===== config.mk =====
export PLATFORM = sky130hd
export DESIGN_NAME = decimated_snapshot_csv_formatter_unit
export DESIGN_NICKNAME = d
export VERILOG_FILES = /design/src/rtl/dscf_pkg.sv /design/src/rtl/dscf_datapath.sv /design/src/rtl/dscf_ctrl.sv /design/src/rtl/decimated_snapshot_csv_formatter_unit.sv
export SDC_FILE = /design/constraint.sdc
export NUM_CORES = 1
export LEC_CHECK = 0
export BUFFER_PORTS_ARGS = -buffer_cell sky130_fd_sc_hd__buf_2
export CORE_MARGIN = 4
export CORE_UTILIZATION = 40
export DETAILED_ROUTE_END_ITERATION = 10
export HOLD_SLACK_MARGIN = 0.06
export PLACE_DENSITY = 0.64
export SLEW_MARGIN = 10
export SYNTH_ARGS = -nofsm -noshare
export SYNTH_HDL_FRONTEND = slang
export SYNTH_SLANG_ARGS = --single-unit

===== constraint.sdc =====
create_clock -name clk -period 14.34 [get_ports clk]
set_clock_uncertainty 0.1 [all_clocks]
set_input_delay 1.434 -clock clk [delete_from_list [all_inputs] [get_ports clk]]
set_output_delay 1.434 -clock clk [all_outputs]
set_load 0.1 [all_outputs]

===== src/rtl/dscf_pkg.sv =====
// Shared types and constants for the decimated snapshot CSV formatter.
package dscf_pkg;

    // ASCII codes used on the line
    localparam logic [7:0] CH_ZERO  = 8'h30;
    localparam logic [7:0] CH_MINUS = 8'h2D;
    localparam logic [7:0] CH_POINT = 8'h2E;
    localparam logic [7:0] CH_COMMA = 8'h2C;
    localparam logic [7:0] CH_CR    = 8'h0D;
    localparam logic [7:0] CH_LF    = 8'h0A;

    // Thousandths saturate at 9999.999
    localparam logic [23:0] MAX_THOU = 24'd9999999;
    // Seven decimal digits: four integer, three fraction
    localparam int NUM_DIGITS = 7;

    // Byte selector from controller to datapath
    typedef enum logic [2:0] {
        SEL_MINUS,
        SEL_DIGIT,
        SEL_POINT,
        SEL_COMMA,
        SEL_CR,
        SEL_LF
    } byte_sel_t;

    // Controller commands
    typedef struct packed {
        logic      load_value;  // latch the selected snapshot entry for scaling
        logic      scale;       // register the scaled magnitude
        logic      convert;     // start digit conversion
        logic      digit_step;  // one double-dabble shift
        logic      emit;        // load output register
        byte_sel_t sel;
        logic [2:0] digit_idx;  // 0 = most significant of seven
        logic      last;
    } dp_cmd_t;

    // Datapath status
    typedef struct packed {
        logic       neg;        // value negative and nonzero after rounding
        logic [2:0] first_digit; // index of first printed integer digit
    } dp_stat_t;

endpackage


===== src/rtl/dscf_datapath.sv =====
// Datapath: snapshot store, scaling, BCD conversion and output byte register.
module dscf_datapath
    import dscf_pkg::*;
#(
    parameter int FRAC_BITS  = 16,
    parameter int NUM_VALUES = 4,
    parameter int IDX_W      = (NUM_VALUES > 1) ? $clog2(NUM_VALUES) : 1
)
(
    input  logic                 clk,
    input  logic                 store,
    input  logic [127:0]         samples,
    input  logic [IDX_W-1:0]     value_idx,
    input  dp_cmd_t              cmd,
    output dp_stat_t             stat,
    output logic [7:0]           byte_out
);

    logic [31:0]   snap_reg [NUM_VALUES];
    logic [31:0]   mag_reg;
    logic          sign_reg;
    logic [23:0]   thou_reg;
    logic [23:0]   shift_reg;
    logic [27:0]   bcd_reg;
    logic [41:0]   prod;
    logic [42:0]   rounded;
    logic [42:0]   tval;
    logic [27:0]   bcd_adj;
    logic [2:0]    first_c;

    // Snapshot capture; entries past the four sample fields hold zero
    always_ff @(posedge clk)
    begin
        if (store)
        begin
            for (int i = 0; i < NUM_VALUES; i++)
            begin
                snap_reg[i] <= (i < 4) ? samples[32*(i%4) +: 32] : 32'd0;
            end
        end
    end

    // Magnitude times 1000, rounded half away from zero
    assign prod    = {10'd0, mag_reg} * 42'd1000;
    assign rounded = {1'b0, prod} + ((43'd1 << FRAC_BITS) >> 1);
    assign tval    = rounded >> FRAC_BITS;

    // Double-dabble adjust of all seven digits
    always_comb
    begin
        for (int d = 0; d < NUM_DIGITS; d++)
        begin
            bcd_adj[4*d +: 4] = (bcd_reg[4*d +: 4] >= 4'd5)
                ? bcd_reg[4*d +: 4] + 4'd3 : bcd_reg[4*d +: 4];
        end
    end

    // First nonzero integer digit, units always printed
    always_comb
    begin
        first_c = 3'd3;
        for (int d = 2; d >= 0; d--)
        begin
            if (bcd_reg[4*(6-d) +: 4] != 4'd0)
            begin
                first_c = 3'(d);
            end
        end
    end

    always_ff @(posedge clk)
    begin
        if (cmd.load_value)
        begin
            sign_reg <= snap_reg[value_idx][31];
            mag_reg  <= snap_reg[value_idx][31] ? (~snap_reg[value_idx] + 32'd1)
                                                : snap_reg[value_idx];
        end
        if (cmd.scale)
        begin
            thou_reg <= (tval > {19'd0, MAX_THOU}) ? MAX_THOU : tval[23:0];
        end
        if (cmd.convert)
        begin
            shift_reg <= thou_reg;
            bcd_reg   <= '0;
        end
        else if (cmd.digit_step)
        begin
            bcd_reg   <= {bcd_adj[26:0], shift_reg[23]};
            shift_reg <= {shift_reg[22:0], 1'b0};
        end
        if (cmd.emit)
        begin
            case (cmd.sel)
                SEL_MINUS: byte_out <= CH_MINUS;
                SEL_DIGIT: byte_out <= CH_ZERO
                    + {4'd0, bcd_reg[4*(6-cmd.digit_idx) +: 4]};
                SEL_POINT: byte_out <= CH_POINT;
                SEL_COMMA: byte_out <= CH_COMMA;
                SEL_CR:    byte_out <= CH_CR;
                SEL_LF:    byte_out <= CH_LF;
                default:   byte_out <= CH_ZERO;
            endcase
        end
    end

    assign stat.neg         = sign_reg && (thou_reg != 24'd0);
    assign stat.first_digit = first_c;

endmodule


===== src/rtl/dscf_ctrl.sv =====
// Controller: prescaler, pending flag, drop counter and line sequencer.
module dscf_ctrl
    import dscf_pkg::*;
#(
    parameter int NUM_VALUES = 4,
    parameter int IDX_W      = (NUM_VALUES > 1) ? $clog2(NUM_VALUES) : 1
)
(
    input  logic             clk,
    input  logic             rst_n,
    input  logic             cfg_we,
    input  logic [15:0]      cfg_data,
    input  logic             in_valid,
    output logic             in_ready,
    input  logic             in_cmd,
    output logic             store,
    output logic [IDX_W-1:0] value_idx,
    output dp_cmd_t          cmd,
    input  dp_stat_t         stat,
    output logic             out_valid,
    input  logic             out_ready,
    output logic             out_last,
    output logic [15:0]      drop_count
);

    typedef enum logic [3:0] {
        S_IDLE, S_LOAD, S_SCALE, S_CONV, S_STEP, S_SIGN,
        S_DIGIT, S_POINT, S_FRAC, S_SEP, S_CR, S_LF, S_WAIT
    } state_t;

    state_t           state_reg, state_next, after_reg;
    logic [15:0]      div_reg;
    logic [15:0]      presc_reg;
    logic             pending_reg;
    logic [15:0]      drop_reg;
    logic [IDX_W-1:0] idx_reg;
    logic [4:0]       cnt_reg;
    logic [2:0]       dig_reg;
    logic             valid_reg;
    logic             last_reg;
    logic [15:0]      div_eff;
    logic [15:0]      presc_inc;
    logic             take;
    logic             busy_out;

    assign div_eff   = (div_reg == 16'd0) ? 16'd1 : div_reg;
    assign presc_inc = presc_reg + 16'd1;
    assign in_ready  = (state_reg == S_IDLE);
    assign take      = in_valid && in_ready;
    assign busy_out  = valid_reg && !out_ready;
    assign store     = take && !in_cmd && (presc_inc >= div_eff) && !pending_reg;
    assign value_idx = idx_reg;
    assign out_valid = valid_reg;
    assign out_last  = last_reg;
    assign drop_count = drop_reg;

    // Command decode per state
    always_comb
    begin
        cmd = '0;
        cmd.digit_idx = dig_reg;
        state_next = state_reg;
        case (state_reg)
            S_IDLE:  state_next = (take && in_cmd && pending_reg) ? S_LOAD : S_IDLE;
            S_LOAD:  begin cmd.load_value = 1'b1; state_next = S_SCALE; end
            S_SCALE: begin cmd.scale = 1'b1; state_next = S_CONV; end
            S_CONV:  begin cmd.convert = 1'b1; state_next = S_STEP; end
            S_STEP:  begin cmd.digit_step = 1'b1;
                         state_next = (cnt_reg == 5'd23) ? S_SIGN : S_STEP; end
            S_SIGN:  state_next = S_DIGIT;
            S_DIGIT, S_FRAC: begin cmd.sel = SEL_DIGIT; end
            S_POINT: begin cmd.sel = SEL_POINT; end
            S_SEP:   begin cmd.sel = SEL_COMMA; end
            S_CR:    begin cmd.sel = SEL_CR; end
            S_LF:    begin cmd.sel = SEL_LF; cmd.last = 1'b1; end
            S_WAIT:  state_next = busy_out ? S_WAIT : after_reg;
            default: state_next = S_IDLE;
        endcase
        if (state_reg == S_SIGN)
        begin
            cmd.sel = SEL_MINUS;
        end
        cmd.emit = !busy_out && ((state_reg == S_SIGN && stat.neg)
            || state_reg == S_DIGIT || state_reg == S_POINT
            || state_reg == S_FRAC || state_reg == S_SEP
            || state_reg == S_CR || state_reg == S_LF);
    end

    // State, control registers and output handshake
    always_ff @(posedge clk or negedge rst_n)
    begin
        if (!rst_n)
        begin
            state_reg   <= S_IDLE;
            after_reg   <= S_IDLE;
            div_reg     <= 16'd1;
            presc_reg   <= '0;
            pending_reg <= 1'b0;
            drop_reg    <= '0;
            idx_reg     <= '0;
            cnt_reg     <= '0;
            dig_reg     <= '0;
            valid_reg   <= 1'b0;
            last_reg    <= 1'b0;
        end
        else
        begin
            if (cfg_we)
            begin
                div_reg <= cfg_data;
            end
            if (valid_reg && out_ready)
            begin
                valid_reg <= 1'b0;
            end
            if (cmd.emit)
            begin
                valid_reg <= 1'b1;
                last_reg  <= cmd.last;
            end
            case (state_reg)
                S_IDLE:
                begin
                    if (take && !in_cmd)
                    begin
                        if (presc_inc < div_eff)
                        begin
                            presc_reg <= presc_inc;
                        end
                        else
                        begin
                            presc_reg <= '0;
                            if (pending_reg)
                            begin
                                if (drop_reg != 16'hFFFF)
                                begin
                                    drop_reg <= drop_reg + 16'd1;
                                end
                            end
                            else
                            begin
                                pending_reg <= 1'b1;
                            end
                        end
                    end
                    idx_reg <= '0;
                    state_reg <= state_next;
                end
                S_CONV:
                begin
                    cnt_reg   <= '0;
                    state_reg <= state_next;
                end
                S_STEP:
                begin
                    cnt_reg   <= cnt_reg + 5'd1;
                    state_reg <= state_next;
                end
                S_SIGN:
                begin
                    if (!busy_out)
                    begin
                        dig_reg   <= stat.first_digit;
                        state_reg <= stat.neg ? S_WAIT : S_DIGIT;
                        after_reg <= S_DIGIT;
                    end
                end
                S_DIGIT, S_POINT, S_FRAC, S_SEP, S_CR:
                begin
                    if (!busy_out)
                    begin
                        state_reg <= S_WAIT;
                        case (state_reg)
                            S_DIGIT:
                            begin
                                dig_reg   <= dig_reg + 3'd1;
                                after_reg <= (dig_reg == 3'd3) ? S_POINT : S_DIGIT;
                            end
                            S_POINT: after_reg <= S_FRAC;
                            S_FRAC:
                            begin
                                dig_reg <= dig_reg + 3'd1;
                                if (dig_reg != 3'd6)
                                begin
                                    after_reg <= S_FRAC;
                                end
                                else if (idx_reg == IDX_W'(NUM_VALUES - 1))
                                begin
                                    after_reg <= S_CR;
                                end
                                else
                                begin
                                    after_reg <= S_SEP;
                                end
                            end
                            S_SEP:
                            begin
                                idx_reg   <= idx_reg + 1'b1;
                                after_reg <= S_LOAD;
                            end
                            default: after_reg <= S_LF;
                        endcase
                    end
                end
                S_LF:
                begin
                    if (!busy_out)
                    begin
                        pending_reg <= 1'b0;
                        after_reg   <= S_IDLE;
                        state_reg   <= S_WAIT;
                    end
                end
                default: state_reg <= state_next;
            endcase
        end
    end

    // The line is only emitted while a snapshot is pending
    assert property (@(posedge clk) disable iff (!rst_n)
        (state_reg == S_LOAD) |-> pending_reg)
        else $error("line start without pending snapshot");
    // No input is taken while a line is being built
    assert property (@(posedge clk) disable iff (!rst_n)
        (state_reg != S_IDLE) |-> !in_ready)
        else $error("input ready while busy");
    // Drop counter never wraps
    assert property (@(posedge clk) disable iff (!rst_n)
        ($past(drop_reg) == 16'hFFFF) |-> (drop_reg == 16'hFFFF))
        else $error("drop counter wrapped");

endmodule


===== src/rtl/decimated_snapshot_csv_formatter_unit.sv =====
// Top level of the decimated snapshot CSV formatter.
// Capture transactions (tuser = 0) are taken back to back while idle; a kept
// tick stores the four Q16.16 samples as a snapshot, a kept tick arriving while
// one is pending bumps a saturating drop counter. A service transaction
// (tuser = 1) with a snapshot pending emits one CSV line of up to 41 bytes.
// Each value first passes through loading, scaling and clearing the shared
// converter, then 24 one-bit BCD shift steps, then a sign state that picks the
// sign (and sends the minus when there is one). Each byte passes through the
// output register and waits there while the sink stalls. No input is taken
// until the line's final LF has been accepted.
module decimated_snapshot_csv_formatter_unit
    import dscf_pkg::*;
#(
    parameter int FRAC_BITS  = 16,
    parameter int NUM_VALUES = 4
)
(
    input  logic         clk,
    input  logic         rst_n,
    input  logic         cfg_we,
    input  logic [15:0]  cfg_data,       // update_div
    input  logic         s_tvalid,
    output logic         s_tready,
    input  logic [127:0] s_tdata,        // sample_a, sample_b, sample_c, sample_d
    input  logic         s_tuser,        // cmd
    output logic         m_tvalid,
    input  logic         m_tready,
    output logic [23:0]  m_tdata,        // out_byte, dropped_frames
    output logic         m_tlast
);

    localparam int IDX_W = (NUM_VALUES > 1) ? $clog2(NUM_VALUES) : 1;

    logic             store;
    logic [IDX_W-1:0] value_idx;
    dp_cmd_t          cmd;
    dp_stat_t         stat;
    logic [7:0]       byte_out;
    logic [15:0]      drop_count;

    dscf_ctrl #(.NUM_VALUES(NUM_VALUES)) u_ctrl (
        .clk, .rst_n, .cfg_we, .cfg_data,
        .in_valid(s_tvalid), .in_ready(s_tready), .in_cmd(s_tuser),
        .store, .value_idx, .cmd, .stat,
        .out_valid(m_tvalid), .out_ready(m_tready), .out_last(m_tlast),
        .drop_count
    );

    dscf_datapath #(.FRAC_BITS(FRAC_BITS), .NUM_VALUES(NUM_VALUES)) u_dp (
        .clk, .store, .samples(s_tdata), .value_idx, .cmd, .stat,
        .byte_out
    );

    assign m_tdata = {drop_count, byte_out};

endmodule


==> flow_summary.json, run 1 <==
{
  "status": "finished clean",
  "drc": 0,
  "cp.required_ns": 14.51,
  "overflow": 0,
  "diodes": 0,
  "finalSetupTns_ns": 0,
  "largest_reg_flops": 128,
  "period_needed_ns": 7.68,
  "die_w_microns": 236,
  "yosys_register_bits": 312,
  "layout.nets": 2437,
  "path_clk_slew_ns": 0.07,
  "cp-end-kind": "flop",
  "yosysWarnings": 0,
  "period_share_pct": 53.5,
  "postCtsSetupBuffers": 0,
  "fmax_mhz": 130,
  "synth_top_cell_by_area": "edfxtp_1",
  "r2r_setup_slack_ns": 6.66,
  "synth-main-ff-cell": "edfxtp_1",
  "grt_first_pass_wirelength_microns": 73600,
  "syn_area_per_cell_sq_um": 11.0,
  "grt_max_degree": 85,
  "rsz0062_at_grt": "no",
  "initial_core_util_pct": 40.5,
  "synth.distinct_cells": 91,
  "drive_gt1_share_pct": 16.4,
  "numPortBuffers": 174,
  "tightest_slew_ns": 1.07,
  "crit_fanout": 15,
  "crit_arrival_ns": 7.85,
  "place.detailed.hpwl_microns": 33400,
  "ios": 177,
  "rows": 83,
  "hold_viol": 0,
  "root_buffer": "clkbuf_16",
  "vias": 14312,
  "cts.path.max_buffers": 3,
  "ant_nets": 0,
  "synth_edf_count": 215,
  "final_area_sq_um": 23500,
  "via_per_inst": 5.19,
  "drt_iter0_markers": 952,
  "cts_resized": 0,
  "slew_headroom_pct": 28.3,
  "cts_tree": "built",
  "wl_per_cell_microns": 15.9,
  "die_y_microns": 236,
  "postPlaceCellArea_sq_um": 22400,
  "grt_pass1_vias": 14756,
  "htreeDepth": 2,
  "numCtsBuffers": 36,
  "antenna_found_initial": 0,
  "area_growth_pct": 13.0,
  "die_area_sq_um": 55800,
  "setup_viol_count_final": 0,
  "gp_congestion": 0.886,
  "setup.worst_path.start_class": "flop",
  "worst_hold_path_type": "reg2reg",
  "grtUsageTotal_pct": 15.7,
  "ys_top_cells_by_area": "edfxtp_1 (31%), fa_1 (11%), dfrtp_1 (8.2%)",
  "path_class": "reg2reg",
  "slew_violations": 0,
  "drt_wl_total_microns": 43700,
  "synthCells": 1890,
  "max_cap_viol_count": 0,
  "synth-async-reset-ratio_pct": 22.1,
  "synthDominantCellAreaShare_pct": 31.0,
  "cts_hold_buf": 0,
  "coreArea_sq_um": 51400,
  "clk-insertion-delay-late_ns": 0.55,
  "cts_sinks": 312,
  "ys_seq_area_share_pct": 42.0,
  "dr.pass1.iters": 5,
  "syn_area_sq_um": 20800
}
-- synth_stat cells, drive strengths merged, types with 9 or more instances --
cell type / number
xor2: 44
nor3: 31
ha: 121
or3: 11
nor4: 26
inv: 212
nand4: 21
mux4: 35
fa: 117
and3: 18
a21oi: 93
a21o: 22
a211o: 10
dfrtp: 68
o21a: 12
clkbuf: 43
nor2: 112
a211oi: 12
o211ai: 12
xnor2: 64
o21ai: 122
a31oi: 9
mux2: 28
edfxtp: 215
dfxtp: 28
nor2b: 10
and2: 11
nand2: 152
nand3: 42
buf: 23
mux2i: 13
nand2b: 31
-- through the flow --
step	std cells	hold slack, ns	utilization [%]	setup WS [ns]
finish	2755	0.354	45.8	6.66
global route	2755	0.402	45.8	6.21
CTS	2755	0.362	45.8	6.72
detailed placement	2691	0.348	43.5	6.75
global placement	2691	0.332	43.5	6.99
floorplan	1891	0.318	-	0.842
-- cells by family (layout without fill, tap and decap cells) --
kind of cell | after synthesis | after routing | share of synthesized area [%]
other cells | 1 | 2 | 0.0180
xor+xnor | 108 | 108 | 4.54
buf+inv | 280 | 464 | 5.19
fa+ha+maj | 238 | 238 | 18.5
mux | 76 | 76 | 5.93
simple gates | 511 | 511 | 12.5
flops | 312 | 312 | 42.0
compound gates | 364 | 364 | 11.3
-- critical path: stages (launching register included) --
cell,delay [ns]
edfxtp_1,0.49
inv_1,0.20
fa_1,0.46
fa_1,0.55
fa_1,0.44
fa_1,0.52
inv_1,0.05
ha_1,0.42
a21o_1,0.25
o21bai_1,0.23
a22oi_1,0.29
nand3b_1,0.20
xor2_1,0.35
nand3_1,0.48
or4_1,0.64
nor4_1,0.45
mux2i_1,0.33
nor2_1,0.06
a211o_1,0.43
or3_1,0.43
-- per-layer routing --
layer / track usage [%] / routed length (microns) / part of all wire [%]
met4: 4.06 / 905 / 2.1
met1: 22.0 / 20500 / 47
met2: 25.3 / 20500 / 47
met5: 0 / 0 / 0
met3: 2.82 / 1840 / 4.2
-- placed cells by master, fill, tap and decap left out, types with 10 or more instances in the layout --
master,count
a211o_1,10
a21o_1,22
a21oi_1,90
and2_1,10
and3_1,18
buf_2,174
buf_4,12
clkbuf_16,36
dfrtp_1,67
dfxtp_1,28
edfxtp_1,215
fa_1,117
ha_1,121
inv_1,211
mux2_2,28
mux2i_1,13
mux4_2,35
nand2_1,152
nand2b_1,31
nand3_1,40
nand4_1,21
nor2_1,111
nor2b_1,10
nor3_1,25
nor4_1,23
o211ai_1,12
o21a_1,12
o21ai_0,113
or3_1,11
xnor2_1,64
xor2_1,44
-- final timing paths --
check / startpoint / endpoint / cells past startpoint
hold / removal: u_dp.shift_reg[23]$_DFFE_PP_ / u_dp.bcd_reg[0]$_SDFFE_PP0P_ / 2
max in group asynchronous: rst_n / u_ctrl.value_idx[0]$_DFFE_PN0P_ / 2
hold reg to reg: u_dp.shift_reg[23]$_DFFE_PP_ / u_dp.bcd_reg[0]$_SDFFE_PP0P_ / 2
setup / recovery: u_dp.mag_reg[9]$_DFFE_PN_ / u_dp.thou_reg[10]$_SDFFCE_PN1P_ / 19
min in group asynchronous: rst_n / u_ctrl.cnt_reg[2]$_DFFE_PN0P_ / 2
setup reg to reg: u_dp.mag_reg[9]$_DFFE_PN_ / u_dp.thou_reg[10]$_SDFFCE_PN1P_ / 19
-- cell type report --
cell class	count	area (sq um)
Clock buffer	44	951
Clock inverter	20	193
Fill cell	4695	27900
Inverter	214	803
Multi-Input combinational cell	1299	11000
Sequential cell	312	8750
Tap cell	680	851
Timing Repair Buffer	186	961
Power of run 1 is not shown: default switching activity piles up to over one toggle a cycle in this logic, so the estimate is an artifact.
==> inputs of run 2 (changes only) <==
--- a/config.mk
+++ b/config.mk
@@ -5,6 +5,7 @@
 export SDC_FILE = /design/constraint.sdc
 export NUM_CORES = 1
 export LEC_CHECK = 0
+export ABC_AREA = 1
 export BUFFER_PORTS_ARGS = -buffer_cell sky130_fd_sc_hd__buf_2
 export CORE_MARGIN = 4
 export CORE_UTILIZATION = 40
==> constraint.sdc (replaced) <==
create_clock -name clk -period 7.7 [get_ports clk]
set_clock_uncertainty 0.1 [all_clocks]
set_input_delay 0.77 -clock clk [delete_from_list [all_inputs] [get_ports clk]]
set_output_delay 0.77 -clock clk [all_outputs]
set_load 0.1 [all_outputs]
==> flow_summary.json, run 2 <==
{
  "status": "finished clean",
  "crit_slowest_cell": "fa_1",
  "place.detailed.hpwl_microns": 38900,
  "fmax_mhz": 151,
  "layout.nets": 3034,
  "layout_commonest_cell": "nand2_1",
  "final_area_sq_um": 24400,
  "path_clk_slew_ns": 0.06,
  "dr.pass1.iters": 5,
  "initial_core_util_pct": 40.7,
  "synth_commonest_cells": "nand2_1 (597), inv_1 (450), edfxtp_1 (215)",
  "gp_congestion": 0.915,
  "grt_first_pass_wirelength_microns": 82700,
  "crit_cells": 33,
  "slew_headroom_pct": 30.8,
  "crit_buf_inv": 6,
  "synth_edf_count": 215,
  "layout_common_cells": "nand2_1 (597), inv_1 (447), edfxtp_1 (215), buf_2 (173), nor2_1 (154)",
  "period_share_pct": 86.0,
  "die_w_microns": 240,
  "synth-main-ff-cell": "edfxtp_1",
  "yosysWarnings": 0,
  "synth_top_cell_by_area": "edfxtp_1",
  "yosys_register_bits": 312,
  "cp.required_ns": 7.91,
  "setup_viol_count_final": 0,
  "cts.path.max_buffers": 3,
  "fill_cells": 5127,
  "grt_pass1_vias": 16947,
  "crit_fanout": 14,
  "synth-compound-area-share_pct": 9.27,
  "dp.cells": 3295,
  "max_cap_viol_count": 0,
  "worst_hold_path_type": "in2async",
  "synth-simple-area-share_pct": 19.9,
  "synth.distinct_cells": 67,
  "synth_xor_xnor_area_share_pct": 3.13,
  "cts_hold_buf": 0,
  "area_growth_pct": 13.4,
  "cp-end-kind": "flop",
  "max_stage_delay_ns": 0.51,
  "slew_violations": 0,
  "drt_iter0_markers": 886,
  "die_y_microns": 240,
  "coreArea_sq_um": 53000,
  "ios": 177,
  "cpMostUsedCell": "nand2_1",
  "path_class": "reg2reg",
  "overflow": 0,
  "rows": 84,
  "synthAdderAreaFrac_pct": 17.9,
  "grt.busiest_layer": "met2",
  "htreeDepth": 2,
  "numCtsBuffers": 37,
  "postPlaceCellArea_sq_um": 23200,
  "use_met2_pct": 30.7,
  "synthCells": 2470,
  "cts_resized": 0,
  "synthDominantCellAreaShare_pct": 29.9,
  "synth_top_family_by_area": "simple AND/OR/NAND/NOR gates",
  "grt_max_degree": 70,
  "root_buffer": "clkbuf_16",
  "worst_hold_slack_ns": 0.247,
  "via_per_inst": 4.95,
  "drive_gt1_share_pct": 12.0,
  "final_cells": 3363,
  "period_needed_ns": 6.62,
  "hold_viol": 0,
  "met1_usage_pct": 21.9,
  "wl_per_cell_microns": 14.6,
  "ant_nets": 0,
  "synthMuxAreaShare_pct": 0.0464,
  "ys_top_cells_by_area": "edfxtp_1 (30%), fa_1 (11%), nand2_1 (10%)",
  "cts_sinks": 312,
  "crit_family": "simple AND/OR/NAND/NOR gates",
  "clk-insertion-delay-late_ns": 0.56,
  "diodes": 0,
  "syn_area_per_cell_sq_um": 8.73,
  "die_area_sq_um": 57700,
  "vias": 16638,
  "synth.most_common_cell": "nand2_1",
  "rsz0062_at_grt": "no",
  "grtUsageTotal_pct": 17.3,
  "synth-async-reset-ratio_pct": 22.1,
  "antenna_found_initial": 0,
  "tightest_slew_ns": 1.04,
  "cts_tree": "built",
  "setup.worst_path.start_class": "flop",
  "drt_wl_total_microns": 49200,
  "numPortBuffers": 174,
  "ff2ff_path_depth": 33,
  "drc": 0,
  "largest_reg_flops": 128,
  "finalSetupTns_ns": 0,
  "postCtsSetupBuffers": 0,
  "crit_arrival_ns": 6.83,
  "ys_seq_area_share_pct": 40.5,
  "grtUsageMet3_pct": 2.37,
  "syn_area_sq_um": 21600
}
==> run 2: cell count changes in the layout (fill, tap and decap cells not counted), moves of 19 or more <==
| cell | delta |
|---|---|
| nand2_1 | +445 |
| nor4_1 | -19 |
| xnor2_1 | -41 |
| a32o_1 | +25 |
| mux2_2 | -28 |
| a21o_1 | -20 |
| mux4_2 | -35 |
| nand3_1 | +68 |
| nand4_1 | +23 |
| inv_1 | +236 |
| nor2_1 | +43 |
| nand2b_1 | -31 |
==> run 2: routing by layer <==
metal / up-vias / part of all wire, %
li1: 8362 / -
met1: 7899 / 44
met2: 300 / 50
met3: 77 / 3.7
met4: 0 / 2.8
met5: - / 0
==> run 2: through the flow <==
| step | util (%) | setup slack, ns |
|---|---|---|
| after detailed placement | 43.8 | 1.09 |
| after global placement | 43.8 | 1.08 |
| after floorplan | - | 2.12 |
| after global routing | 46.2 | 0.538 |
| final | 46.2 | 1.08 |
| after CTS | 46.2 | 1.08 |
==> run 2: layout make-up <==
cell class	instances	area [sq um]	share of cell area, %
Tap cell	688	861	3.52
Clock buffer	41	941	3.85
Clock inverter	27	327	1.34
Multi-Input combinational cell	1640	10900	44.4
Timing Repair Buffer	184	948	3.88
Sequential cell	312	8750	35.8
Inverter	471	1770	7.24
==> run 2: cell families (layout without fill, tap and decap cells) <==
group | Yosys count | in the layout
AOI/OAI and AO/OA | 331 | 331
DFF | 312 | 312
and+or+nand+nor | 994 | 994
xor gates and xnor gates | 74 | 74
buffers and inverters | 519 | 723
other | 1 | 2
muxes | 1 | 1
adders and majority gates | 238 | 238
==> run 2: path summary, 6_finish.rpt <==
check	start	endpoint	slack [ns]
min in group clk	s_tdata[80]	u_dp.snap_reg[2][16]$_DFFE_PP_	0.30
hold / removal	rst_n	u_ctrl.drop_count[1]$_DFFE_PN0P_	0.25
setup reg to reg	u_dp.mag_reg[8]$_DFFE_PN_	u_dp.thou_reg[20]$_SDFFCE_PN1P_	1.08
hold reg to reg	u_ctrl.after_reg[2]$_DFFE_PN0P_	u_ctrl.after_reg[2]$_DFFE_PN0P_	0.38
max in group asynchronous	rst_n	u_ctrl.value_idx[0]$_DFFE_PN0P_	6.61
setup / recovery	u_dp.mag_reg[8]$_DFFE_PN_	u_dp.thou_reg[20]$_SDFFCE_PN1P_	1.08
Power of run 2 is left out for the same reason.
